### config.mk
export PLATFORM = sky130hd
export DESIGN_NAME = word_crc_long_division_unit
export DESIGN_NICKNAME = d
export VERILOG_FILES = /design/src/design/wcld_pkg.sv /design/src/design/word_crc_long_division_unit.sv /design/src/design/wcld_table_builder.sv /design/src/design/wcld_datapath.sv
export SDC_FILE = /design/constraint.sdc
export NUM_CORES = 1
export LEC_CHECK = 0
export BUFFER_PORTS_ARGS = -buffer_cell sky130_fd_sc_hd__buf_2
export CAP_MARGIN = 15
export CORE_ASPECT_RATIO = 1.1
export CORE_UTILIZATION = 63
export CTS_BUF_LIST = sky130_fd_sc_hd__clkbuf_4 sky130_fd_sc_hd__clkbuf_8
export CTS_CLUSTER_DIAMETER = 30
export DETAILED_ROUTE_END_ITERATION = 6
export PLACE_DENSITY_LB_ADDON = 0.1
export SYNTH_ARGS = -nofsm -noshare
export SYNTH_HDL_FRONTEND = slang
export SYNTH_SLANG_ARGS = --single-unit
### constraint.sdc
create_clock -name clk_i -period 19.8 [get_ports clk_i]
set_input_delay 3.96 -clock clk_i [delete_from_list [all_inputs] [get_ports clk_i]]
set_output_delay 3.96 -clock clk_i [all_outputs]
set_load 0.05 [all_outputs]
### src/design/wcld_pkg.sv
// Shared constants for the word CRC long-division unit.
package wcld_pkg;

  // Fixed field widths
  localparam int unsigned PolyBits = 16;
  localparam int unsigned DataBits = 16;
  localparam int unsigned CrcBits  = 16;

  // Generator polynomial after reset
  localparam logic [PolyBits-1:0] PolyReset = 16'h8005;

  // Table builder state codes
  localparam logic [1:0] ST_NORM  = 2'd0;
  localparam logic [1:0] ST_BUILD = 2'd1;
  localparam logic [1:0] ST_READY = 2'd2;

endpackage

### src/design/word_crc_long_division_unit.sv
// Top level of the word CRC long-division unit.
//
// Takes one message word per cycle while in_ready_o is high and gives one result per
// last word: the zero-init, MSB-first CRC of the message times x^WORD_BITS, left-aligned
// in the word, plus a zero flag. An accepted last word passes the input stage register
// and then the result register. Throughput is one word per clock unless a last word meets
// a full result register, set by a combinational XOR reduction of the word against a
// table of WORD_BITS columns x^(WORD_BITS+k) mod G held in flip-flops, rebuilt after reset
// and every poly write (top bit aligned, then columns built) while in_ready_o stays low.
module word_crc_long_division_unit #(
  parameter int unsigned WORD_BITS = 16
) (
  input  logic                           clk_i,
  input  logic                           rst_ni,
  input  logic                           cfg_we_i,
  input  logic [wcld_pkg::PolyBits-1:0]  cfg_wdata_i,
  input  logic                           in_valid_i,
  output logic                           in_ready_o,
  input  logic [wcld_pkg::DataBits-1:0]  data_word_i,
  input  logic                           last_word_i,
  output logic                           out_valid_o,
  input  logic                           out_ready_i,
  output logic [wcld_pkg::CrcBits-1:0]   crc_o,
  output logic                           crc_is_zero_o
);

  logic [WORD_BITS-1:0] cols [WORD_BITS];
  logic                 table_ready;

  // Reduction table
  wcld_table_builder #(
    .WORD_BITS(WORD_BITS)
  ) u_table (
    .clk_i      (clk_i),
    .rst_ni     (rst_ni),
    .cfg_we_i   (cfg_we_i),
    .cfg_wdata_i(cfg_wdata_i),
    .cols_o     (cols),
    .ready_o    (table_ready)
  );

  // Word datapath
  wcld_datapath #(
    .WORD_BITS(WORD_BITS)
  ) u_datapath (
    .clk_i        (clk_i),
    .rst_ni       (rst_ni),
    .table_ready_i(table_ready),
    .cols_i       (cols),
    .in_valid_i   (in_valid_i),
    .in_ready_o   (in_ready_o),
    .data_word_i  (data_word_i),
    .last_word_i  (last_word_i),
    .out_valid_o  (out_valid_o),
    .out_ready_i  (out_ready_i),
    .crc_o        (crc_o),
    .crc_is_zero_o(crc_is_zero_o)
  );

endmodule

### src/design/wcld_table_builder.sv
// Builds the reduction table x^(W+k) mod G, one column per cycle, after reset or a poly write.
module wcld_table_builder #(
  parameter int unsigned WORD_BITS = 16
) (
  input  logic                            clk_i,
  input  logic                            rst_ni,
  input  logic                            cfg_we_i,
  input  logic [wcld_pkg::PolyBits-1:0]   cfg_wdata_i,
  output logic [WORD_BITS-1:0]            cols_o [WORD_BITS],
  output logic                            ready_o
);

  localparam int unsigned CntW = $clog2(WORD_BITS);

  logic [1:0]           state_q, state_d;
  logic [WORD_BITS-1:0] p_q, p_d;
  logic [WORD_BITS-1:0] g_q, g_d;
  logic [WORD_BITS-1:0] cur_q, cur_d;
  logic [CntW-1:0]      cnt_q, cnt_d;
  logic [WORD_BITS-1:0] cols_q [WORD_BITS];
  logic                 push;

  // Normalize the polynomial, then step the column recurrence
  always_comb begin
    state_d = state_q;
    p_d     = p_q;
    g_d     = g_q;
    cur_d   = cur_q;
    cnt_d   = cnt_q;
    push    = 1'b0;
    unique case (state_q)
      wcld_pkg::ST_NORM: begin
        if ((p_q == '0) || p_q[WORD_BITS-1]) begin
          // top bit aligned to x^W; drop it to keep the low part of G
          g_d     = {p_q[WORD_BITS-2:0], 1'b0};
          cur_d   = {p_q[WORD_BITS-2:0], 1'b0};
          cnt_d   = '0;
          state_d = wcld_pkg::ST_BUILD;
        end else begin
          p_d = {p_q[WORD_BITS-2:0], 1'b0};
        end
      end
      wcld_pkg::ST_BUILD: begin
        push  = 1'b1;
        cur_d = {cur_q[WORD_BITS-2:0], 1'b0} ^ (cur_q[WORD_BITS-1] ? g_q : '0);
        cnt_d = cnt_q + 1'b1;
        if (cnt_q == CntW'(WORD_BITS - 1)) begin
          state_d = wcld_pkg::ST_READY;
        end
      end
      wcld_pkg::ST_READY: begin
        state_d = wcld_pkg::ST_READY;
      end
      default: begin
        state_d = wcld_pkg::ST_NORM;
      end
    endcase
    // A poly write restarts the whole build
    if (cfg_we_i) begin
      p_d     = WORD_BITS'(cfg_wdata_i);
      state_d = wcld_pkg::ST_NORM;
    end
  end

  always_ff @(posedge clk_i or negedge rst_ni) begin
    if (!rst_ni) begin
      state_q <= wcld_pkg::ST_NORM;
      p_q     <= WORD_BITS'(wcld_pkg::PolyReset);
      g_q     <= '0;
      cur_q   <= '0;
      cnt_q   <= '0;
    end else begin
      state_q <= state_d;
      p_q     <= p_d;
      g_q     <= g_d;
      cur_q   <= cur_d;
      cnt_q   <= cnt_d;
    end
  end

  // Shift columns in; the first one pushed ends at index 0
  always_ff @(posedge clk_i) begin
    if (push) begin
      for (int i = 0; i < WORD_BITS - 1; i++) begin
        cols_q[i] <= cols_q[i+1];
      end
      cols_q[WORD_BITS-1] <= cur_q;
    end
  end

  assign cols_o  = cols_q;
  assign ready_o = (state_q == wcld_pkg::ST_READY);

endmodule

### src/design/wcld_datapath.sv
// Input stage, one-word XOR reduction against the table, carry word and result register.
module wcld_datapath #(
  parameter int unsigned WORD_BITS = 16
) (
  input  logic                           clk_i,
  input  logic                           rst_ni,
  input  logic                           table_ready_i,
  input  logic [WORD_BITS-1:0]           cols_i [WORD_BITS],
  input  logic                           in_valid_i,
  output logic                           in_ready_o,
  input  logic [wcld_pkg::DataBits-1:0]  data_word_i,
  input  logic                           last_word_i,
  output logic                           out_valid_o,
  input  logic                           out_ready_i,
  output logic [wcld_pkg::CrcBits-1:0]   crc_o,
  output logic                           crc_is_zero_o
);

  logic                          s1_valid_q, s1_valid_d;
  logic [WORD_BITS-1:0]          s1_data_q;
  logic                          s1_last_q;
  logic [WORD_BITS-1:0]          carry_q, carry_d;
  logic                          out_valid_q, out_valid_d;
  logic [wcld_pkg::CrcBits-1:0]  crc_q;
  logic                          zero_q;
  logic                          s1_go;
  logic                          accept;
  logic [WORD_BITS-1:0]          dividend;
  logic [WORD_BITS-1:0]          rem;

  // Advance the input stage unless a last item meets a full result register
  assign s1_go      = s1_valid_q && (!s1_last_q || !out_valid_q || out_ready_i);
  assign in_ready_o = table_ready_i && (!s1_valid_q || s1_go);
  assign accept     = in_valid_i && in_ready_o;

  // Remainder of (carry ^ data) * x^W: XOR of the table columns selected by each bit
  assign dividend = carry_q ^ s1_data_q;
  always_comb begin
    rem = '0;
    for (int i = 0; i < WORD_BITS; i++) begin
      rem = rem ^ (dividend[i] ? cols_i[i] : '0);
    end
  end

  always_comb begin
    s1_valid_d = s1_valid_q;
    if (accept) begin
      s1_valid_d = 1'b1;
    end else if (s1_go) begin
      s1_valid_d = 1'b0;
    end
    carry_d = carry_q;
    if (s1_go) begin
      carry_d = s1_last_q ? '0 : rem;
    end
    out_valid_d = out_valid_q;
    if (s1_go && s1_last_q) begin
      out_valid_d = 1'b1;
    end else if (out_ready_i) begin
      out_valid_d = 1'b0;
    end
  end

  always_ff @(posedge clk_i or negedge rst_ni) begin
    if (!rst_ni) begin
      s1_valid_q  <= 1'b0;
      carry_q     <= '0;
      out_valid_q <= 1'b0;
    end else begin
      s1_valid_q  <= s1_valid_d;
      carry_q     <= carry_d;
      out_valid_q <= out_valid_d;
    end
  end

  // Capture the item and the finished remainder
  always_ff @(posedge clk_i) begin
    if (accept) begin
      s1_data_q <= WORD_BITS'(data_word_i);
      s1_last_q <= last_word_i;
    end
    if (s1_go && s1_last_q) begin
      crc_q  <= wcld_pkg::CrcBits'(rem);
      zero_q <= (rem == '0);
    end
  end

  assign out_valid_o   = out_valid_q;
  assign crc_o         = crc_q;
  assign crc_is_zero_o = zero_q;

endmodule

==> summary.txt, run 1 <==
Sink Count: 342
Fmax: 0.115 GHz
die height: 163 um
RSZ-0062 raised after global routing: false
Total GRT Usage: 0.276
routed wire length per instance: 20.0 um
number of synthesized flops with an enable pin: 273
Syn Std Cell Area: 0.0148 mm2
Syn Inst Count: 1,114
Setup Skew: 0.0433 ns
Setup violations, final: 0
Final Util: 0.741
CP arrival: 4.75 ns
sum of negative setup slack: 0 ns
Via Count: 8,613
CTS Buffer Depth: 3
most instantiated cells after synthesis: nand2_1 (300), edfxtp_1 (273), xnor2_1 (159), xor2_1 (73), dfrtp_1 (66)
most frequent cell after synthesis: nand2_1
P&R area growth vs syn: 14.8%
fin crit period: 8.71 ns
# fillers: 1,477
nets: 1,264
share of cells above drive strength 1: 0.190
Core ar.: 0.0230 mm2
CTS clk-pin slew, worst paths: 0.06 ns
Initial Util: 0.645
global-route wire length before repair: 48.8 mm
initial drt markers: 649
max cap viols: 0
pins over their slew limit: 0
# diodes: 0
crit path launch type: input port
outcome: finished clean
FP Rows: 58
Worst-Skew Late Latency: 0.59 ns
unique cell type count in the Yosys netlist: 40
Post-CTS Hold Fix Bufs: 0
Net Count, Synth: 1,156
CTS tree: yes
FF+latch count, synth: 342
largest net degree at the start of global routing: 177
Synth area leader: edfxtp_1
Ys Warns: 0
post-synth top area share: 0.552
worst reg2reg setup slack: 16.48 ns
drt drc: 0
largest cells by area after synthesis: edfxtp_1 (55%), dfrtp_1 (11%), xnor2_1 (9.4%)
syn_area_per_cell: 13.3 um2
sequential share of the synthesized area: 0.669
setup bufs post-CTS: 0
ANT nets after route: 0
global route overflow: 0
final worst-path cycle share: 0.440
worst-margin pin slew: 1.03 ns
clock root buffer: clkbuf_8
final wirelength: 31.5 mm
critical path endpoint category: output port
CP Class: input port to output port
predominant post-synthesis flop cell: edfxtp_1
Rel. slew slack: 0.314
GPL Wtd Cong: 0.785
final hold vios: 0
# port buffers: 55
fraction of registers with async set/reset: 0.202
WP data required: 15.84 ns
Hold Path Class: flop to flop
H-tree depth reported by CTS: 3
worst-path maximum fanout: 3
vias in the first global route: 8,799
die span in x: 148 um
initial antenna violation count: 0
Final HPWL DP: 18.9 mm
DR vias/cell: 5.47
die area: 0.0242 mm2
CTS resizes: 0
DR pass1 iterations: 5
I/O pin total: 57
CTS Buf Count: 67
[metal layers]
| layer | up-vias | part of all wire | global-route usage | routed length (um) |
|---|---|---|---|---|
| li1 | 4008 | - | - | - |
| met1 | 4260 | 0.41 | 0.364 | 13000 |
| met2 | 287 | 0.50 | 0.459 | 15800 |
| met3 | 58 | 0.060 | 0.0503 | 1900 |
| met4 | 0 | 0.023 | 0.104 | 737 |
| met5 | - | 0 | 0 | 0 |
[layout make-up]
| type | instances | area, um2 | area share |
|---|---|---|---|
| clock inverter | 29 | 450 | 0.0264 |
| multi-input combinational | 716 | 4620 | 0.271 |
| sequential | 342 | 9930 | 0.582 |
| timing repair buffer | 75 | 438 | 0.0257 |
| clock buffer | 94 | 1160 | 0.0682 |
| tap | 300 | 375 | 0.0220 |
| inverter | 20 | 75.1 | 0.00440 |
[logic make-up after synthesis]
| kind of cell | count (synthesis) | synth area share |
|---|---|---|
| AND/OR/NAND/NOR | 346 | 0.0922 |
| AO/OA/AOI/OAI | 80 | 0.0313 |
| buffers and inverters | 56 | 0.0211 |
| XOR/XNOR | 254 | 0.161 |
| other | 1 | 0.000253 |
| flip-flops | 342 | 0.669 |
| multiplexers | 31 | 0.0222 |
| adder cells (fa/ha/maj) | 4 | 0.00337 |
[metrics by stage]
stage               worst slack [ns]  instances  hold slack (ns)  instance area [um2]
CTS                            11.09       1576            0.415                17000
global placement               11.10       1453            0.429                15400
floorplan                      11.30       1114            0.423                14800
global route                   11.01       1576            0.424                17000
detailed placement             11.09       1453            0.432                15400
finish                         11.09       1576            0.419                17000
[cell usage in the layout, fill, tap and decap left out, types with 2 or more instances in the layout]
cell type     n
inv_6         2
o31ai_1      12
xor2_1       73
xor2_2       15
clkinvlp_4    9
nor2b_1       2
a21oi_1      23
o21ai_0      34
xnor2_2       7
nand4_1       3
nand2_1     300
mux2_2       15
xnor2_1     159
bufinv_16    11
dfstp_2       3
nor2_1       16
buf_4        19
buf_2        55
inv_1        20
clkbuf_4     21
edfxtp_1    273
and2_1        2
mux2i_1      16
clkinv_1      3
clkbuf_8     73
dfrtp_1      66
nor3_1        4
nand2_2       5
ha_1          3
a22o_1        3
clkinv_2      3
and3_1        2
nor4_1        3
nand3_1       6
[registers in the layout (all words and copies together), names as in the netlist]
name	count
u_table.state_q	2
u_table.cnt_q	4
u_datapath.crc_is_zero_o	1
u_datapath.s1_last_q	1
u_datapath.out_valid_o	1
u_datapath.s1_valid_q	1
u_table.cur_q	15
u_datapath.crc_o	15
u_datapath.carry_q	15
u_table.cols_o	240
u_table.g_q	15
u_table.p_q	16
u_datapath.s1_data_q	16
[final timing paths]
path,from,to,cells past startpoint
max reg2reg,u_datapath.carry_q[2]$_DFFE_PN0P_,u_datapath.crc_is_zero_o$_DFFE_PP_,9
min reg2reg,u_table.cols_o[45]$_DFFE_PP_,u_table.cols_o[61]$_DFFE_PP_,0
max in group asynchronous,rst_ni,u_datapath.carry_q[11]$_DFFE_PN0P_,2
min,u_table.cols_o[45]$_DFFE_PP_,u_table.cols_o[61]$_DFFE_PP_,0
min in group asynchronous,rst_ni,u_datapath.out_valid_o$_DFFE_PN0P_,2
max,out_ready_i,in_ready_o,5
[worst max-delay path, stage by stage]
cell	delay (ns)
buf_2	0.09
nor2b_1	0.16
nand3_1	0.12
and2_1	0.21
buf_2	0.21
Power of run 1 is not shown: default switching activity piles up to over one toggle a cycle in this logic, so the estimate is an artifact.
==> run 2, diff against run 1 <==
--- a/config.mk
+++ b/config.mk
@@ -5,6 +5,7 @@
 export SDC_FILE = /design/constraint.sdc
 export NUM_CORES = 1
 export LEC_CHECK = 0
+export ABC_AREA = 1
 export BUFFER_PORTS_ARGS = -buffer_cell sky130_fd_sc_hd__buf_2
 export CAP_MARGIN = 15
 export CORE_ASPECT_RATIO = 1.1
==> constraint.sdc (replaced) <==
create_clock -name clk_i -period 8.5 [get_ports clk_i]
set_input_delay 1.7 -clock clk_i [delete_from_list [all_inputs] [get_ports clk_i]]
set_output_delay 1.7 -clock clk_i [all_outputs]
set_load 0.05 [all_outputs]
==> summary.txt, run 2 <==
initial antenna violation count: 0 (unchanged)
initial drt markers: 1,020 (+57%)
largest net degree at the start of global routing: 80 (-55%)
Rel. slew slack: 0.396 (+0.0822)
Worst-Skew Late Latency: 0.59 ns (about the same)
RSZ-0062 raised after global routing: false
Setup Skew: 0.0280 ns (-0.0153 ns)
met2 Use GR: 0.494 (+0.0353)
largest family of logic cells by synthesized area: simple AND/OR/NAND/NOR gates
P&R area growth vs syn: 11.9%
Synth Area in Compound Gates: 0.0409 (+0.00960)
CP Class: input port to output port
sequential share of the synthesized area: 0.580 (-0.0885)
Reg2Reg Launch Point: u_table.state_q[1]$_DFFE_PN0P_
Hold Path Class: flop to flop
syn_area_per_cell: 9.14 um2 (-31%)
final wirelength: 37.8 mm (+20%)
WP data required: 6.80 ns (-9.04 ns)
gr busiest metal: met2
leading cell type in the layout, fill and taps excluded: nand2_1
Synth area leader: edfxtp_1
CTS Buf Count: 71 (+6.0%)
Critical Path Slowest Stage Cell: buf_2
Net Count, Synth: 1,915 (+66%)
largest cells by area after synthesis: edfxtp_1 (48%), nand2_1 (13%), dfrtp_1 (9.7%)
Fmax: 0.248 GHz
CTS tree: yes
I/O pin total: 57 (unchanged)
M1 GR Usage: 0.328 (-0.0367)
Core ar.: 0.0264 mm2 (+15%)
worst reg2reg setup slack: 5.13 ns (-11.35 ns)
Syn Inst Count: 1,873 (+68%)
final worst-path cycle share: 0.475
most instantiated cells after synthesis: nand2_1 (570), inv_1 (290), edfxtp_1 (273), nand3_1 (177), nor2_1 (130)
Via Count: 12,400 (+44%)
Min-Delay Startpoint: u_table.cols_o[74]$_DFFE_PP_
global route overflow: 0 (unchanged)
crit path launch type: input port
CTS resizes: 0 (unchanged)
Final HPWL DP: 27.3 mm (+44%)
most frequent cell after synthesis: nand2_1
die span in x: 159 um (+7.3%)
adder-cell share of the synthesized area: 0.00292 (-0.000446)
Sink Count: 342 (unchanged)
commonest cells after routing, fill and taps aside: nand2_1 (570), inv_1 (290), edfxtp_1 (273)
sum of negative setup slack: 0 ns (unchanged)
nets: 2,016 (+59%)
FF+latch count, synth: 342 (unchanged)
Critical R2R Capture: u_table.cols_o[84]$_DFFE_PP_
DR pass1 iterations: 5 (unchanged)
Finished Cell Area: 0.0191 mm2 (+12%)
DP Area: 0.0177 mm2 (+15%)
worst-margin pin slew: 0.906 ns (-0.123 ns)
drt drc: 0 (unchanged)
max reg flops: 240 (unchanged)
GR Util met3: 0.0468 (-0.00352)
simple-gate share of the synthesized area: 0.240 (+0.148)
CP Buf/Inv Count: 4 (+2)
Post-CTS Hold Fix Bufs: 0 (unchanged)
CTS clk-pin slew, worst paths: 0.06 ns (about the same)
global-route wire length before repair: 59.6 mm (+22%)
routed wire length per instance: 15.9 um (-21%)
fin crit period: 4.04 ns
predominant post-synthesis flop cell: edfxtp_1
Ys Warns: 0 (unchanged)
vias in the first global route: 12,100 (+37%)
CTS Buffer Depth: 3 (unchanged)
crit path cell chain: buf_2 -> inv_1 -> nand4_1 -> nand2_1 -> inv_1 -> buf_2
die height: 175 um (+7.3%)
max cap viols: 0 (unchanged)
clock root buffer: clkbuf_8
ANT nets after route: 0 (unchanged)
P per Cell Area: 424 mW/mm2
share of cells above drive strength 1: 0.133 (-0.0579)
Final Util: 0.726 (-0.0153)
unique cell type count in the Yosys netlist: 38 (-5.0%)
setup bufs post-CTS: 0 (unchanged)
mux cell area share after synthesis: 0.000658 (-0.0215)
final hold vios: 0 (unchanged)
CP delay by family, top: buffers and inverters
post-synth top area share: 0.479 (-0.0731)
number of synthesized flops with an enable pin: 273 (unchanged)
Worst Hold End: u_table.cols_o[90]$_DFFE_PP_
# diodes: 0 (unchanged)
r2r worst-path depth: 4 (-5)
worst hold margin: 0.429 ns (+0.0104 ns)
xor/xnor share of the synthesized area: 0.0537 (-0.107)
Setup violations, final: 0 (unchanged)
Initial Util: 0.649 (+0.00337)
worst-path maximum fanout: 3 (unchanged)
outcome: finished clean
GPL Wtd Cong: 0.831 (+5.8%)
Max rail drop VDD: 0.290 mV
# port buffers: 55 (unchanged)
LEAKAGE: 0.00902 uW
FP Rows: 62 (+6.9%)
Syn Std Cell Area: 0.0171 mm2 (+15%)
Max stage delay on crit path: 0.20 ns (about the same)
H-tree depth reported by CTS: 3 (unchanged)
fraction of registers with async set/reset: 0.202 (unchanged)
WHS Path Cells: 0 (unchanged)
critical path endpoint category: output port
DR vias/cell: 5.20 (-4.8%)
pins over their slew limit: 0 (unchanged)
Total GRT Usage: 0.276 (about the same)
die area: 0.0278 mm2 (+15%)
CP arrival: 2.34 ns (-2.41 ns)
[run 2: cell count changes in the layout (fill, tap and decap cells not counted), sizes merged, moves of 14 or more]
cell | previous run | this run
xnor2 | 166 | 64
nor2 | 16 | 156
nand3 | 6 | 177
xor2 | 88 | 40
inv | 22 | 312
o21ai | 35 | 57
nand2 | 305 | 597
mux2i | 16 | 0
clkinv | 7 | 29
mux2 | 15 | 1
nand3b | 1 | 22
[run 2: kinds of logic after synthesis]
family,after synthesis
simple gates,958
buf+inv,345
flops,342
compound gates,118
xor+xnor,104
fa+ha+maj,4
other cells,1
mux,1
[run 2: worst register-to-register path, stage by stage, from the launching register on]
cell and delay (ns):
dfrtp_1 0.39, inv_1 0.12, ha_4 0.70, buf_4 0.90, buf_4 0.84
[run 2: area by class of cell]
| type | instances | area [um2] |
|---|---|---|
| Clock buffer | 88 | 1110 |
| Clock inverter | 41 | 348 |
| Tap cell | 352 | 440 |
| Multi-Input combinational cell | 1186 | 5810 |
| Timing Repair Buffer | 63 | 335 |
| Sequential cell | 342 | 9930 |
| Fill cell | 1920 | 7230 |
| Inverter | 310 | 1170 |
[run 2: per-stage QoR]
step	total power [uW]	cells	setup slack, ns
after global routing	8660	2382	4.41
after floorplan	5490	1873	1.27
after CTS	8130	2382	4.46
after global placement	6170	2253	4.49
final	8120	2382	4.46
after detailed placement	6340	2253	4.46
[run 2: how the worst max path moves through the flow]
stage	endpoint	cells past startpoint	from	slack (ns)
floorplan	u_table.cur_q[10]$_DFFE_PN0P_	7	u_table.state_q[1]$_DFFE_PN0P_	1.27
global route	in_ready_o	6	out_ready_i	4.41
CTS	in_ready_o	6	out_ready_i	4.46
global placement	in_ready_o	6	out_ready_i	4.49
detailed placement	in_ready_o	6	out_ready_i	4.46
finish	in_ready_o	6	out_ready_i	4.46
[run 2: report_power, final]
group	leakage (uW)	switching (uW)	internal (uW)
registers	0.00338	289	2580
logic	0.00488	2440	1050
clock network	0.000762	731	1020
total	0.00902	3460	4660
[run 2: metal layers]
metal | share of wire | wire length [um]
met4 | 0.036 | 1370
met5 | 0 | 0
met1 | 0.41 | 15300
met3 | 0.047 | 1790
met2 | 0.51 | 19300
No activity file was read; power rests on OpenSTA's default activity.
